**config.mk**
```make
export PLATFORM = sky130hd
export DESIGN_NAME = running_min_max_mean_stddev_core
export DESIGN_NICKNAME = d
export VERILOG_FILES = /design/src/rmms_pkg.sv /design/src/rmms_div.sv /design/src/rmms_mul.sv /design/src/rmms_sqrt.sv /design/src/running_min_max_mean_stddev_core.sv
export SDC_FILE = /design/constraint.sdc
export NUM_CORES = 2
export LEC_CHECK = 0
export BUFFER_PORTS_ARGS = -buffer_cell sky130_fd_sc_hd__buf_4
export CAP_MARGIN = 20
export CORE_ASPECT_RATIO = 0.75
export CORE_MARGIN = 2
export CORE_UTILIZATION = 50
export DETAILED_ROUTE_END_ITERATION = 8
export PLACE_DENSITY = 0.68
export SYNTH_ARGS = -nofsm -noshare
export SYNTH_HDL_FRONTEND = slang
export SYNTH_SLANG_ARGS = --single-unit
```
**constraint.sdc**
```tcl
create_clock -name clock -period 15 [get_ports clock]
set_input_delay 3.75 -clock clock [delete_from_list [all_inputs] [get_ports clock]]
set_output_delay 3.75 -clock clock [all_outputs]
set_load 0.05 [all_outputs]
```
**src/rmms_pkg.sv**
```systemverilog
`timescale 1ns / 1ps

package rmms_pkg;

   // Field widths
   localparam int SAMPLE_BITS = 16;
   localparam int COUNT_BITS  = 24;
   localparam int TIME_BITS   = 48;
   localparam int FRAC_BITS   = 8;
   localparam int FUNC_BITS   = 2;

   // Accumulators
   localparam int SUM_BITS  = SAMPLE_BITS + COUNT_BITS;
   localparam int SQ_BITS   = 2 * SAMPLE_BITS + COUNT_BITS - 2;
   localparam int WIDE_BITS = SAMPLE_BITS + FRAC_BITS;

   // Mean division: (|sum| << FRAC) / count, quotient below 2^WIDE_BITS
   localparam int MNUM_BITS = SUM_BITS + FRAC_BITS;
   localparam int MQ_BITS   = WIDE_BITS;

   // Mean-square division: (sumsq << 2*FRAC) / count, quotient at most 2^(2S-2+2F)
   localparam int QNUM_BITS = SQ_BITS + 2 * FRAC_BITS;
   localparam int QQ_BITS   = 2 * SAMPLE_BITS - 1 + 2 * FRAC_BITS;

   // Shared serial divider
   localparam int DIV_Q_BITS   = QQ_BITS;
   localparam int DIV_CNT_BITS = $clog2(DIV_Q_BITS + 1);

   // Serial multiplier and root
   localparam int MUL_BITS      = WIDE_BITS;
   localparam int MUL_CNT_BITS  = $clog2(MUL_BITS + 1);
   localparam int PROD_BITS     = 2 * MUL_BITS;
   localparam int ROOT_BITS     = MUL_BITS;
   localparam int ROOT_CNT_BITS = $clog2(ROOT_BITS + 1);

   // Stream payloads
   localparam int REQ_DATA_BITS  = ((SAMPLE_BITS + TIME_BITS + 7) / 8) * 8;
   localparam int RSP_FIELD_BITS = 2 * SAMPLE_BITS + 2 * TIME_BITS + 2 * WIDE_BITS
                                   + COUNT_BITS + 2;
   localparam int RSP_DATA_BITS  = ((RSP_FIELD_BITS + 7) / 8) * 8;

   // Request kinds; the unused code behaves as a report
   typedef enum logic [FUNC_BITS-1:0] {
      FUNC_ADD    = 2'd0,
      FUNC_REPORT = 2'd1,
      FUNC_CLEAR  = 2'd2
   } func_type;

   typedef enum logic [2:0] {
      ST_IDLE,
      ST_LAUNCH_MEAN,
      ST_SQUARE,
      ST_LAUNCH_VAR,
      ST_VAR,
      ST_LAUNCH_ROOT,
      ST_ROOT,
      ST_DONE
   } state_type;

endpackage

```
**src/rmms_div.sv**
```systemverilog
`timescale 1ns / 1ps

// Restoring divider, one quotient bit per cycle.
// The caller hands in the top of the numerator (already below the divisor)
// and the remaining low bits left-aligned, plus the number of steps.
module rmms_div (
   input  logic                                 clock,
   input  logic                                 reset,
   input  logic                                 start,
   input  logic [rmms_pkg::COUNT_BITS-1:0]      divisor,
   input  logic [rmms_pkg::COUNT_BITS-1:0]      init_rem,
   input  logic [rmms_pkg::DIV_Q_BITS-1:0]      low_bits,
   input  logic [rmms_pkg::DIV_CNT_BITS-1:0]    steps,
   output logic [rmms_pkg::DIV_Q_BITS-1:0]      quotient,
   output logic [rmms_pkg::COUNT_BITS-1:0]      remainder,
   output logic                                 busy
);

   logic                                busy_ff;
   logic [rmms_pkg::DIV_CNT_BITS-1:0]   cnt_ff;
   logic [rmms_pkg::COUNT_BITS-1:0]     div_ff;
   logic [rmms_pkg::COUNT_BITS-1:0]     rem_ff;
   logic [rmms_pkg::DIV_Q_BITS-1:0]     bits_ff;
   logic [rmms_pkg::DIV_Q_BITS-1:0]     quo_ff;

   logic [rmms_pkg::COUNT_BITS:0]       trial;
   logic [rmms_pkg::COUNT_BITS:0]       diff;
   logic                                fits;
   logic [rmms_pkg::COUNT_BITS-1:0]     rem_in;

   // One trial subtraction per cycle
   always_comb begin
      trial  = {rem_ff, bits_ff[rmms_pkg::DIV_Q_BITS-1]};
      diff   = trial - {1'b0, div_ff};
      fits   = (trial >= {1'b0, div_ff});
      rem_in = fits ? diff[rmms_pkg::COUNT_BITS-1:0] : trial[rmms_pkg::COUNT_BITS-1:0];
   end

   // Step counter
   always_ff @(posedge clock) begin
      if (reset) begin
         busy_ff <= 1'b0;
         cnt_ff  <= '0;
      end else if (start) begin
         busy_ff <= 1'b1;
         cnt_ff  <= steps;
      end else if (busy_ff) begin
         cnt_ff <= cnt_ff - 1'b1;
         if (cnt_ff == rmms_pkg::DIV_CNT_BITS'(1)) begin
            busy_ff <= 1'b0;
         end
      end
   end

   // Datapath
   always_ff @(posedge clock) begin
      if (start) begin
         div_ff  <= divisor;
         rem_ff  <= init_rem;
         bits_ff <= low_bits;
         quo_ff  <= '0;
      end else if (busy_ff) begin
         rem_ff  <= rem_in;
         bits_ff <= {bits_ff[rmms_pkg::DIV_Q_BITS-2:0], 1'b0};
         quo_ff  <= {quo_ff[rmms_pkg::DIV_Q_BITS-2:0], fits};
      end
   end

   assign quotient  = quo_ff;
   assign remainder = rem_ff;
   assign busy      = busy_ff;

endmodule

```
**src/rmms_mul.sv**
```systemverilog
`timescale 1ns / 1ps

// Shift-add multiplier, one multiplier bit per cycle.
module rmms_mul (
   input  logic                              clock,
   input  logic                              reset,
   input  logic                              start,
   input  logic [rmms_pkg::MUL_BITS-1:0]     mul_a,
   input  logic [rmms_pkg::MUL_BITS-1:0]     mul_b,
   output logic [rmms_pkg::PROD_BITS-1:0]    product,
   output logic                              busy
);

   logic                                busy_ff;
   logic [rmms_pkg::MUL_CNT_BITS-1:0]   cnt_ff;
   logic [rmms_pkg::MUL_BITS-1:0]       a_ff;
   logic [rmms_pkg::PROD_BITS-1:0]      prod_ff;

   logic [rmms_pkg::MUL_BITS:0]         upper_in;
   logic [rmms_pkg::PROD_BITS-1:0]      prod_in;

   // Add the multiplicand into the upper half when the low bit is set, then shift
   always_comb begin
      upper_in = {1'b0, prod_ff[rmms_pkg::PROD_BITS-1:rmms_pkg::MUL_BITS]}
                 + (prod_ff[0] ? {1'b0, a_ff} : '0);
      prod_in  = {upper_in, prod_ff[rmms_pkg::MUL_BITS-1:1]};
   end

   always_ff @(posedge clock) begin
      if (reset) begin
         busy_ff <= 1'b0;
         cnt_ff  <= '0;
      end else if (start) begin
         busy_ff <= 1'b1;
         cnt_ff  <= rmms_pkg::MUL_CNT_BITS'(rmms_pkg::MUL_BITS);
      end else if (busy_ff) begin
         cnt_ff <= cnt_ff - 1'b1;
         if (cnt_ff == rmms_pkg::MUL_CNT_BITS'(1)) begin
            busy_ff <= 1'b0;
         end
      end
   end

   always_ff @(posedge clock) begin
      if (start) begin
         a_ff    <= mul_a;
         prod_ff <= {{rmms_pkg::MUL_BITS{1'b0}}, mul_b};
      end else if (busy_ff) begin
         prod_ff <= prod_in;
      end
   end

   assign product = prod_ff;
   assign busy    = busy_ff;

endmodule

```
**src/rmms_sqrt.sv**
```systemverilog
`timescale 1ns / 1ps

// Digit-by-digit integer square root, two radicand bits per cycle.
module rmms_sqrt (
   input  logic                               clock,
   input  logic                               reset,
   input  logic                               start,
   input  logic [rmms_pkg::PROD_BITS-1:0]     radicand,
   output logic [rmms_pkg::ROOT_BITS-1:0]     root,
   output logic                               busy
);

   logic                                 busy_ff;
   logic [rmms_pkg::ROOT_CNT_BITS-1:0]   cnt_ff;
   logic [rmms_pkg::PROD_BITS-1:0]       x_ff;
   logic [rmms_pkg::ROOT_BITS:0]         rem_ff;
   logic [rmms_pkg::ROOT_BITS-1:0]       root_ff;

   logic [rmms_pkg::ROOT_BITS+2:0]       shifted;
   logic [rmms_pkg::ROOT_BITS+2:0]       trial;
   logic [rmms_pkg::ROOT_BITS+2:0]       diff;
   logic                                 fits;
   logic [rmms_pkg::ROOT_BITS:0]         rem_in;
   logic [rmms_pkg::ROOT_BITS-1:0]       root_in;

   // Bring down the next two bits and try root*4+1
   always_comb begin
      shifted = {rem_ff, x_ff[rmms_pkg::PROD_BITS-1 -: 2]};
      trial   = {1'b0, root_ff, 2'b01};
      diff    = shifted - trial;
      fits    = (shifted >= trial);
      rem_in  = fits ? diff[rmms_pkg::ROOT_BITS:0] : shifted[rmms_pkg::ROOT_BITS:0];
      root_in = {root_ff[rmms_pkg::ROOT_BITS-2:0], fits};
   end

   always_ff @(posedge clock) begin
      if (reset) begin
         busy_ff <= 1'b0;
         cnt_ff  <= '0;
      end else if (start) begin
         busy_ff <= 1'b1;
         cnt_ff  <= rmms_pkg::ROOT_CNT_BITS'(rmms_pkg::ROOT_BITS);
      end else if (busy_ff) begin
         cnt_ff <= cnt_ff - 1'b1;
         if (cnt_ff == rmms_pkg::ROOT_CNT_BITS'(1)) begin
            busy_ff <= 1'b0;
         end
      end
   end

   always_ff @(posedge clock) begin
      if (start) begin
         x_ff    <= radicand;
         rem_ff  <= '0;
         root_ff <= '0;
      end else if (busy_ff) begin
         x_ff    <= {x_ff[rmms_pkg::PROD_BITS-3:0], 2'b00};
         rem_ff  <= rem_in;
         root_ff <= root_in;
      end
   end

   assign root = root_ff;
   assign busy = busy_ff;

endmodule

```
**src/running_min_max_mean_stddev_core.sv**
```systemverilog
// Running min / max / mean / standard deviation core.
// Sequence from request acceptance to response valid: a 24-step serial square beside the
// 24-step mean division, a 47-step mean-square division (the mean is squared beside it),
// a 24-step root, with a launch state before each step and a done state at the end.
// One transaction at a time; a held response holds off the next request.
// Reset (synchronous, active high) empties the statistics and drops any response in flight.
`timescale 1ns / 1ps

module running_min_max_mean_stddev_core (
   input  logic                                  clock,
   input  logic                                  reset,
   // Request stream
   input  logic                                  req_tvalid,
   output logic                                  req_tready,
   // sample [15:0], time_stamp [63:16]
   input  logic [rmms_pkg::REQ_DATA_BITS-1:0]    req_tdata,
   // func [1:0]
   input  logic [rmms_pkg::FUNC_BITS-1:0]        req_tuser,
   // Response stream
   output logic                                  rsp_tvalid,
   input  logic                                  rsp_tready,
   // max_value [15:0], max_time [63:16], min_value [79:64], min_time [127:80],
   // mean_value [151:128], std_dev [175:152], sample_count [199:176],
   // is_empty [200], count_full [201], zero fill [207:202]
   output logic [rmms_pkg::RSP_DATA_BITS-1:0]    rsp_tdata
);

   localparam int S = rmms_pkg::SAMPLE_BITS;
   localparam int T = rmms_pkg::TIME_BITS;
   localparam int C = rmms_pkg::COUNT_BITS;
   localparam int W = rmms_pkg::WIDE_BITS;
   localparam int F = rmms_pkg::FRAC_BITS;

   // Request fields
   logic                           req_accept;
   logic signed [S-1:0]            req_sample;
   logic [T-1:0]                   req_time;
   rmms_pkg::func_type             req_func;

   // Statistics
   logic signed [S-1:0]            largest_ff;
   logic [T-1:0]                   largest_time_ff;
   logic signed [S-1:0]            smallest_ff;
   logic [T-1:0]                   smallest_time_ff;
   logic signed [rmms_pkg::SUM_BITS-1:0] sum_ff;
   logic [rmms_pkg::SQ_BITS-1:0]   sq_ff;
   logic [C-1:0]                   count_ff;
   logic                           dropped_ff;

   // Per-transaction working registers
   logic                           add_ff;
   logic [S-1:0]                   mag_ff;
   logic                           neg_ff;
   logic [W-1:0]                   mmag_ff;

   // Sequencer
   rmms_pkg::state_type            state_ff;
   rmms_pkg::state_type            state_in;
   logic                           launch_mean;
   logic                           fold_square;
   logic                           launch_var;
   logic                           launch_root;
   logic                           load_rsp;

   // Response register
   logic                           rsp_valid_ff;
   logic [rmms_pkg::RSP_DATA_BITS-1:0] rsp_data_ff;
   logic [rmms_pkg::RSP_DATA_BITS-1:0] rsp_in;

   // Units
   logic                           div_start;
   logic [C-1:0]                   div_init;
   logic [rmms_pkg::DIV_Q_BITS-1:0] div_low;
   logic [rmms_pkg::DIV_CNT_BITS-1:0] div_steps;
   logic [rmms_pkg::DIV_Q_BITS-1:0] div_quo;
   logic [C-1:0]                   div_rem;
   logic                           div_busy;

   logic                           mul_start;
   logic [rmms_pkg::MUL_BITS-1:0]  mul_op;
   logic [rmms_pkg::PROD_BITS-1:0] mul_prod;
   logic                           mul_busy;

   logic [rmms_pkg::PROD_BITS-1:0] var_val;
   logic [rmms_pkg::ROOT_BITS-1:0] root_val;
   logic                           sqrt_busy;

   // Datapath helpers
   logic [S-1:0]                   sample_mag;
   logic                           first_sample;
   logic [rmms_pkg::SUM_BITS-1:0]  abs_sum;
   logic [rmms_pkg::MNUM_BITS-1:0] mean_num;
   logic [rmms_pkg::QNUM_BITS-1:0] msq_num;
   logic [W-1:0]                   mmag_in;
   logic [rmms_pkg::PROD_BITS-1:0] q_ext;
   logic                           empty;
   logic [W-1:0]                   mean_out;
   logic [W-1:0]                   std_out;

   assign req_sample = req_tdata[S-1:0];
   assign req_time   = req_tdata[S+T-1:S];
   assign req_func   = rmms_pkg::func_type'(req_tuser);
   assign req_accept = req_tvalid & req_tready;

   assign sample_mag   = req_sample[S-1] ? S'(-req_sample) : S'(req_sample);
   assign first_sample = (count_ff == '0);

   // Statistics update at request acceptance; the sample's square is folded in once it is ready
   always_ff @(posedge clock) begin
      if (reset) begin
         largest_ff       <= {1'b1, {(S-1){1'b0}}};
         largest_time_ff  <= '0;
         smallest_ff      <= {1'b0, {(S-1){1'b1}}};
         smallest_time_ff <= '0;
         sum_ff           <= '0;
         sq_ff            <= '0;
         count_ff         <= '0;
         dropped_ff       <= 1'b0;
         add_ff           <= 1'b0;
      end else begin
         if (req_accept) begin
            add_ff <= 1'b0;
            unique case (req_func)
               rmms_pkg::FUNC_CLEAR: begin
                  largest_ff       <= {1'b1, {(S-1){1'b0}}};
                  largest_time_ff  <= '0;
                  smallest_ff      <= {1'b0, {(S-1){1'b1}}};
                  smallest_time_ff <= '0;
                  sum_ff           <= '0;
                  sq_ff            <= '0;
                  count_ff         <= '0;
                  dropped_ff       <= 1'b0;
               end
               rmms_pkg::FUNC_ADD: begin
                  if (count_ff == {C{1'b1}}) begin
                     dropped_ff <= 1'b1;
                  end else begin
                     if (first_sample || (req_sample > largest_ff)) begin
                        largest_ff      <= req_sample;
                        largest_time_ff <= req_time;
                     end
                     if (first_sample || (req_sample < smallest_ff)) begin
                        smallest_ff      <= req_sample;
                        smallest_time_ff <= req_time;
                     end
                     sum_ff   <= sum_ff + rmms_pkg::SUM_BITS'(req_sample);
                     count_ff <= count_ff + 1'b1;
                     add_ff   <= 1'b1;
                  end
               end
               default: begin
               end
            endcase
         end
         // Square of the new sample joins the sum of squares
         if (fold_square && add_ff) begin
            sq_ff <= sq_ff + rmms_pkg::SQ_BITS'(mul_prod);
         end
      end
   end

   always_ff @(posedge clock) begin
      if (req_accept) begin
         mag_ff <= sample_mag;
      end
      if (launch_mean) begin
         neg_ff <= sum_ff[rmms_pkg::SUM_BITS-1];
      end
      if (launch_var) begin
         mmag_ff <= mmag_in;
      end
   end

   // Mean numerator: |sum| with fraction bits
   assign abs_sum  = sum_ff[rmms_pkg::SUM_BITS-1] ? rmms_pkg::SUM_BITS'(-sum_ff)
                                                  : rmms_pkg::SUM_BITS'(sum_ff);
   assign mean_num = {abs_sum, {F{1'b0}}};
   // Mean-square numerator
   assign msq_num  = {sq_ff, {(2*F){1'b0}}};

   // Negative mean rounds its magnitude up so the signed mean floors
   assign mmag_in = div_quo[W-1:0] + W'(neg_ff && (div_rem != '0));

   // Divider operand select
   always_comb begin
      div_start = launch_mean | launch_var;
      if (launch_mean) begin
         div_init  = mean_num[rmms_pkg::MNUM_BITS-1:rmms_pkg::MQ_BITS];
         div_low   = {mean_num[rmms_pkg::MQ_BITS-1:0],
                      {(rmms_pkg::DIV_Q_BITS-rmms_pkg::MQ_BITS){1'b0}}};
         div_steps = rmms_pkg::DIV_CNT_BITS'(rmms_pkg::MQ_BITS);
      end else begin
         div_init  = C'(msq_num[rmms_pkg::QNUM_BITS-1:rmms_pkg::QQ_BITS]);
         div_low   = msq_num[rmms_pkg::QQ_BITS-1:0];
         div_steps = rmms_pkg::DIV_CNT_BITS'(rmms_pkg::QQ_BITS);
      end
   end

   // Multiplier squares the sample first, then the mean magnitude
   assign mul_start = launch_mean | launch_var;
   assign mul_op    = launch_mean ? rmms_pkg::MUL_BITS'(mag_ff) : rmms_pkg::MUL_BITS'(mmag_in);

   // Variance magnitude |Q - M*M|
   always_comb begin
      q_ext   = rmms_pkg::PROD_BITS'(div_quo);
      var_val = (q_ext >= mul_prod) ? (q_ext - mul_prod) : (mul_prod - q_ext);
   end

   rmms_div u_div (
      .clock     (clock),
      .reset     (reset),
      .start     (div_start),
      .divisor   (count_ff),
      .init_rem  (div_init),
      .low_bits  (div_low),
      .steps     (div_steps),
      .quotient  (div_quo),
      .remainder (div_rem),
      .busy      (div_busy)
   );

   rmms_mul u_mul (
      .clock   (clock),
      .reset   (reset),
      .start   (mul_start),
      .mul_a   (mul_op),
      .mul_b   (mul_op),
      .product (mul_prod),
      .busy    (mul_busy)
   );

   rmms_sqrt u_sqrt (
      .clock    (clock),
      .reset    (reset),
      .start    (launch_root),
      .radicand (var_val),
      .root     (root_val),
      .busy     (sqrt_busy)
   );

   // Sequencer state register
   always_ff @(posedge clock) begin
      if (reset) begin
         state_ff <= rmms_pkg::ST_IDLE;
      end else begin
         state_ff <= state_in;
      end
   end

   // Next state
   always_comb begin
      state_in = state_ff;
      unique case (state_ff)
         rmms_pkg::ST_IDLE: begin
            if (req_tvalid) begin
               state_in = rmms_pkg::ST_LAUNCH_MEAN;
            end
         end
         rmms_pkg::ST_LAUNCH_MEAN: state_in = rmms_pkg::ST_SQUARE;
         rmms_pkg::ST_SQUARE: begin
            if (!mul_busy && !div_busy) begin
               state_in = rmms_pkg::ST_LAUNCH_VAR;
            end
         end
         rmms_pkg::ST_LAUNCH_VAR: state_in = rmms_pkg::ST_VAR;
         rmms_pkg::ST_VAR: begin
            if (!mul_busy && !div_busy) begin
               state_in = rmms_pkg::ST_LAUNCH_ROOT;
            end
         end
         rmms_pkg::ST_LAUNCH_ROOT: state_in = rmms_pkg::ST_ROOT;
         rmms_pkg::ST_ROOT: begin
            if (!sqrt_busy) begin
               state_in = rmms_pkg::ST_DONE;
            end
         end
         rmms_pkg::ST_DONE: begin
            if (!rsp_valid_ff || rsp_tready) begin
               state_in = rmms_pkg::ST_IDLE;
            end
         end
      endcase
   end

   // Sequencer outputs
   always_comb begin
      req_tready  = 1'b0;
      launch_mean = 1'b0;
      fold_square = 1'b0;
      launch_var  = 1'b0;
      launch_root = 1'b0;
      load_rsp    = 1'b0;
      unique case (state_ff)
         rmms_pkg::ST_IDLE:        req_tready  = 1'b1;
         rmms_pkg::ST_LAUNCH_MEAN: launch_mean = 1'b1;
         rmms_pkg::ST_SQUARE:      fold_square = !mul_busy && !div_busy;
         rmms_pkg::ST_LAUNCH_VAR:  launch_var  = 1'b1;
         rmms_pkg::ST_VAR: begin
         end
         rmms_pkg::ST_LAUNCH_ROOT: launch_root = 1'b1;
         rmms_pkg::ST_ROOT: begin
         end
         rmms_pkg::ST_DONE:        load_rsp    = !rsp_valid_ff || rsp_tready;
      endcase
   end

   // Response assembly
   always_comb begin
      empty    = (count_ff == '0);
      mean_out = empty ? '0 : (neg_ff ? (W'(0) - mmag_ff) : mmag_ff);
      std_out  = empty ? '0 : W'(root_val);
      rsp_in   = {{(rmms_pkg::RSP_DATA_BITS-rmms_pkg::RSP_FIELD_BITS){1'b0}},
                  dropped_ff, empty, count_ff, std_out, mean_out,
                  smallest_time_ff, smallest_ff, largest_time_ff, largest_ff};
   end

   // Response register
   always_ff @(posedge clock) begin
      if (reset) begin
         rsp_valid_ff <= 1'b0;
      end else if (load_rsp) begin
         rsp_valid_ff <= 1'b1;
      end else if (rsp_tready) begin
         rsp_valid_ff <= 1'b0;
      end
   end

   always_ff @(posedge clock) begin
      if (load_rsp) begin
         rsp_data_ff <= rsp_in;
      end
   end

   assign rsp_tvalid = rsp_valid_ff;
   assign rsp_tdata  = rsp_data_ff;

endmodule
```
==> flow_summary.json <==
{
  "wl_met3_um": 11100,
  "wl_met2_um": 51900,
  "initialDrtViolationCount": 3835,
  "gp_congestion": 0.946,
  "cts_sinks": 809,
  "detailedPlacementHpwl_um": 93200,
  "whs_ps": 428,
  "synth_fa_ha_area_frac": 0.0833,
  "grt_pass1_vias": 34369,
  "synth_commonest_cells": "597 x nor2_1, 418 x edfxtp_1, 391 x dfxtp_1",
  "cp_data_required_time_ps": 15610,
  "top_layer": "met4",
  "holdBufCountCts": 0,
  "globalRoute.totalOverflow": 0,
  "fin_nets": 5469,
  "first_pass_iters": 6,
  "tritoncts": "done",
  "finalSetupViolCount": 0,
  "rows": 96,
  "netlist_instances": 4945,
  "vias": 37181,
  "dp_slack_ps": 7630,
  "layout_setup_ws_ps": 8270,
  "synth.top_cell.area_share": 0.271,
  "n_fill_cell": 8088,
  "synth-xor-area-share": 0.0544,
  "yosysWarningCount": 0,
  "die_w_um": 356,
  "synth_seq_cells": 809,
  "area_delta_synth_final_pct": 12.6,
  "synth_compound_area_frac": 0.174,
  "synth_area_per_cell_um2": 9.38,
  "insertion_delay_ps": 680,
  "grt_start_max_net_pins": 86,
  "port_buffers": 273,
  "cts_setup_buffers": 0,
  "drt-met1-wl_um": 61500,
  "worstMarginPinSlew_ps": 1160,
  "synth-edff-count": 418,
  "finalCriticalPeriod_ps": 6730,
  "syn_area_um2": 46400,
  "yosysSeqAreaShare": 0.440,
  "fmax_mhz": 149,
  "leakage_nw": 21.4,
  "hold_viol": 0,
  "totalWireLength_um": 128000,
  "rsz0062_at_grt": "no",
  "yosys-top-cells-area": "edfxtp_1 27%, dfxtp_1 17%, ha_1 8.1%",
  "multi_input_area_um2": 24100,
  "drv_cap": 0,
  "clk_path_buf_depth": 3,
  "cts_resized": 0,
  "critPathLaunchType": "primary input",
  "cts_made_buffers": 82,
  "synth_largest_area_cell": "edfxtp_1",
  "antenna_found_initial": 1,
  "ant_nets": 0,
  "path_max_fanout": 49,
  "r2r_slack_ps": 9790,
  "core-area_um2": 91600,
  "crit_type": "in -> reg",
  "synth_top_family_by_area": "compound AO/OA/AOI/OAI gates",
  "root_buffer": "clkbuf_16",
  "yosys-mux-area-fraction": 0.0549,
  "grt_pass1_wl_um": 197000,
  "final_layout_size_suffix_gt1_frac": 0.101,
  "via_per_inst": 5.82,
  "fin_crit_sh": 0.448,
  "vdd_drop_max_uv": 93.1,
  "clock_skew_ps": 40.2,
  "drc": 0,
  "synth.distinct_cells": 89,
  "path_clk_slew_ps": 60,
  "setup_tns_ps": 0,
  "slew_headroom": 0.206,
  "cts-htree-levels": 3,
  "cp.arrival_ps": 7330,
  "start_util": 0.506,
  "die-area_um2": 95200,
  "antennaDiodeCount": 0,
  "die_h_um": 268,
  "min_path_type": "reg -> reg",
  "async_reset_ff_frac": 0,
  "grt_use_total": 0.260,
  "floorplan.io_pins": 280,
  "drv_slew": 0,
  "wl_per_cell_um": 20.0,
  "power_density_nw_per_um2": 142,
  "synth_most_common_cell": "nor2_1",
  "yosys.area_share.simple": 0.151,
  "seqCellArea_um2": 20400,
  "status": "completed",
  "cp-end-kind": "register",
  "synth_ff_type": "edfxtp_1"
}
[flip-flops by register name, summed over array words and instances (netlist names), 25 cells and up]
signal,flops
u_div.quotient,47
u_mul.product,48
smallest_time_ff,48
largest_time_ff,48
sum_ff,40
u_sqrt.x_ff,48
u_div.bits_ff,31
rsp_tdata,202
sq_ff,54
u_sqrt.rem_ff,25
[worst max-delay path: stages]
cell	delay [ps]
buf_4	160
ha_1	330
a21o_1	190
a21o_1	170
a21o_1	170
a21o_1	170
a21o_1	170
a2111o_1	410
a211oi_2	530
nor2_4	130
buf_4	400
nor2_1	520
a22o_1	200
[final cells by class]
cell class | count | area share
Clock buffer | 105 | 0.0423
Clock inverter | 48 | 0.0120
Sequential cell | 809 | 0.391
Tap cell | 1225 | 0.0294
Inverter | 268 | 0.0194
Timing Repair Buffer | 309 | 0.0455
Multi-Input combinational cell | 3624 | 0.461
[cells by family (layout without fill, tap and decap cells)]
logic type               count (synthesis)  after routing
AND/OR/NAND/NOR                       1506           1506
adder cells (fa/ha/maj)                305            305
XOR/XNOR                               288            288
AO/OA/AOI/OAI                         1267           1267
other                                    1              6
flip-flops                             809            809
buffers and inverters                  517            730
multiplexers                           252            252
[metrics by stage]
step | instances | power, mW | utilization | area (µm²)
2_1_floorplan | 4950 | 4.61 | - | 46400
3_3_place_gp | 6232 | 5.19 | 0.538 | 49300
3_5_place_dp | 6233 | 5.23 | 0.538 | 49300
4_1_cts | 6386 | 7.39 | 0.569 | 52100
5_1_grt | 6388 | 7.82 | 0.570 | 52200
6_report | 6388 | 7.41 | 0.570 | 52200
[worst paths after layout]
| check | from | end | cells past startpoint |
|---|---|---|---|
| hold reg to reg | largest_time_ff[9]$_SDFFE_PP0P_ | rsp_tdata[25]$_DFFE_PP_ | 0 |
| setup / recovery | req_tdata[9] | largest_ff[5]$_SDFFE_PP0P_ | 13 |
| setup reg to reg | u_mul.product[0]$_DFFE_PP_ | u_sqrt.x_ff[43]$_DFFE_PP_ | 12 |
| hold / removal | largest_time_ff[9]$_SDFFE_PP0P_ | rsp_tdata[25]$_DFFE_PP_ | 0 |
[per-layer routing]
metal  vias up  GRT usage
met5         -          0
met4         0     0.0693
met3       169     0.0533
met2      1327      0.365
met1     17636      0.402
li1      18049          -
[power breakdown]
part | internal, mW | switching, mW | total (mW)
Clock | 1.21 | 0.945 | 2.15
Sequential | 2.53 | 0.212 | 2.74
Combinational | 1.00 | 1.52 | 2.52
[layout by cell type (no fill, tap or decap), types with 82 or more instances in the layout]
cell and count:
nand3_1 100, o21ai_0 294, clkbuf_16 82, a21o_1 159, and2_1 85, mux2i_1 234
nand2_1 325, nor2_1 594, xnor2_1 154, xor2_1 134, edfxtp_1 418, ha_1 299
inv_1 265, nor3_1 94, buf_4 305, dfxtp_1 388, a21oi_1 369
No activity file was read; power rests on OpenSTA's default activity.
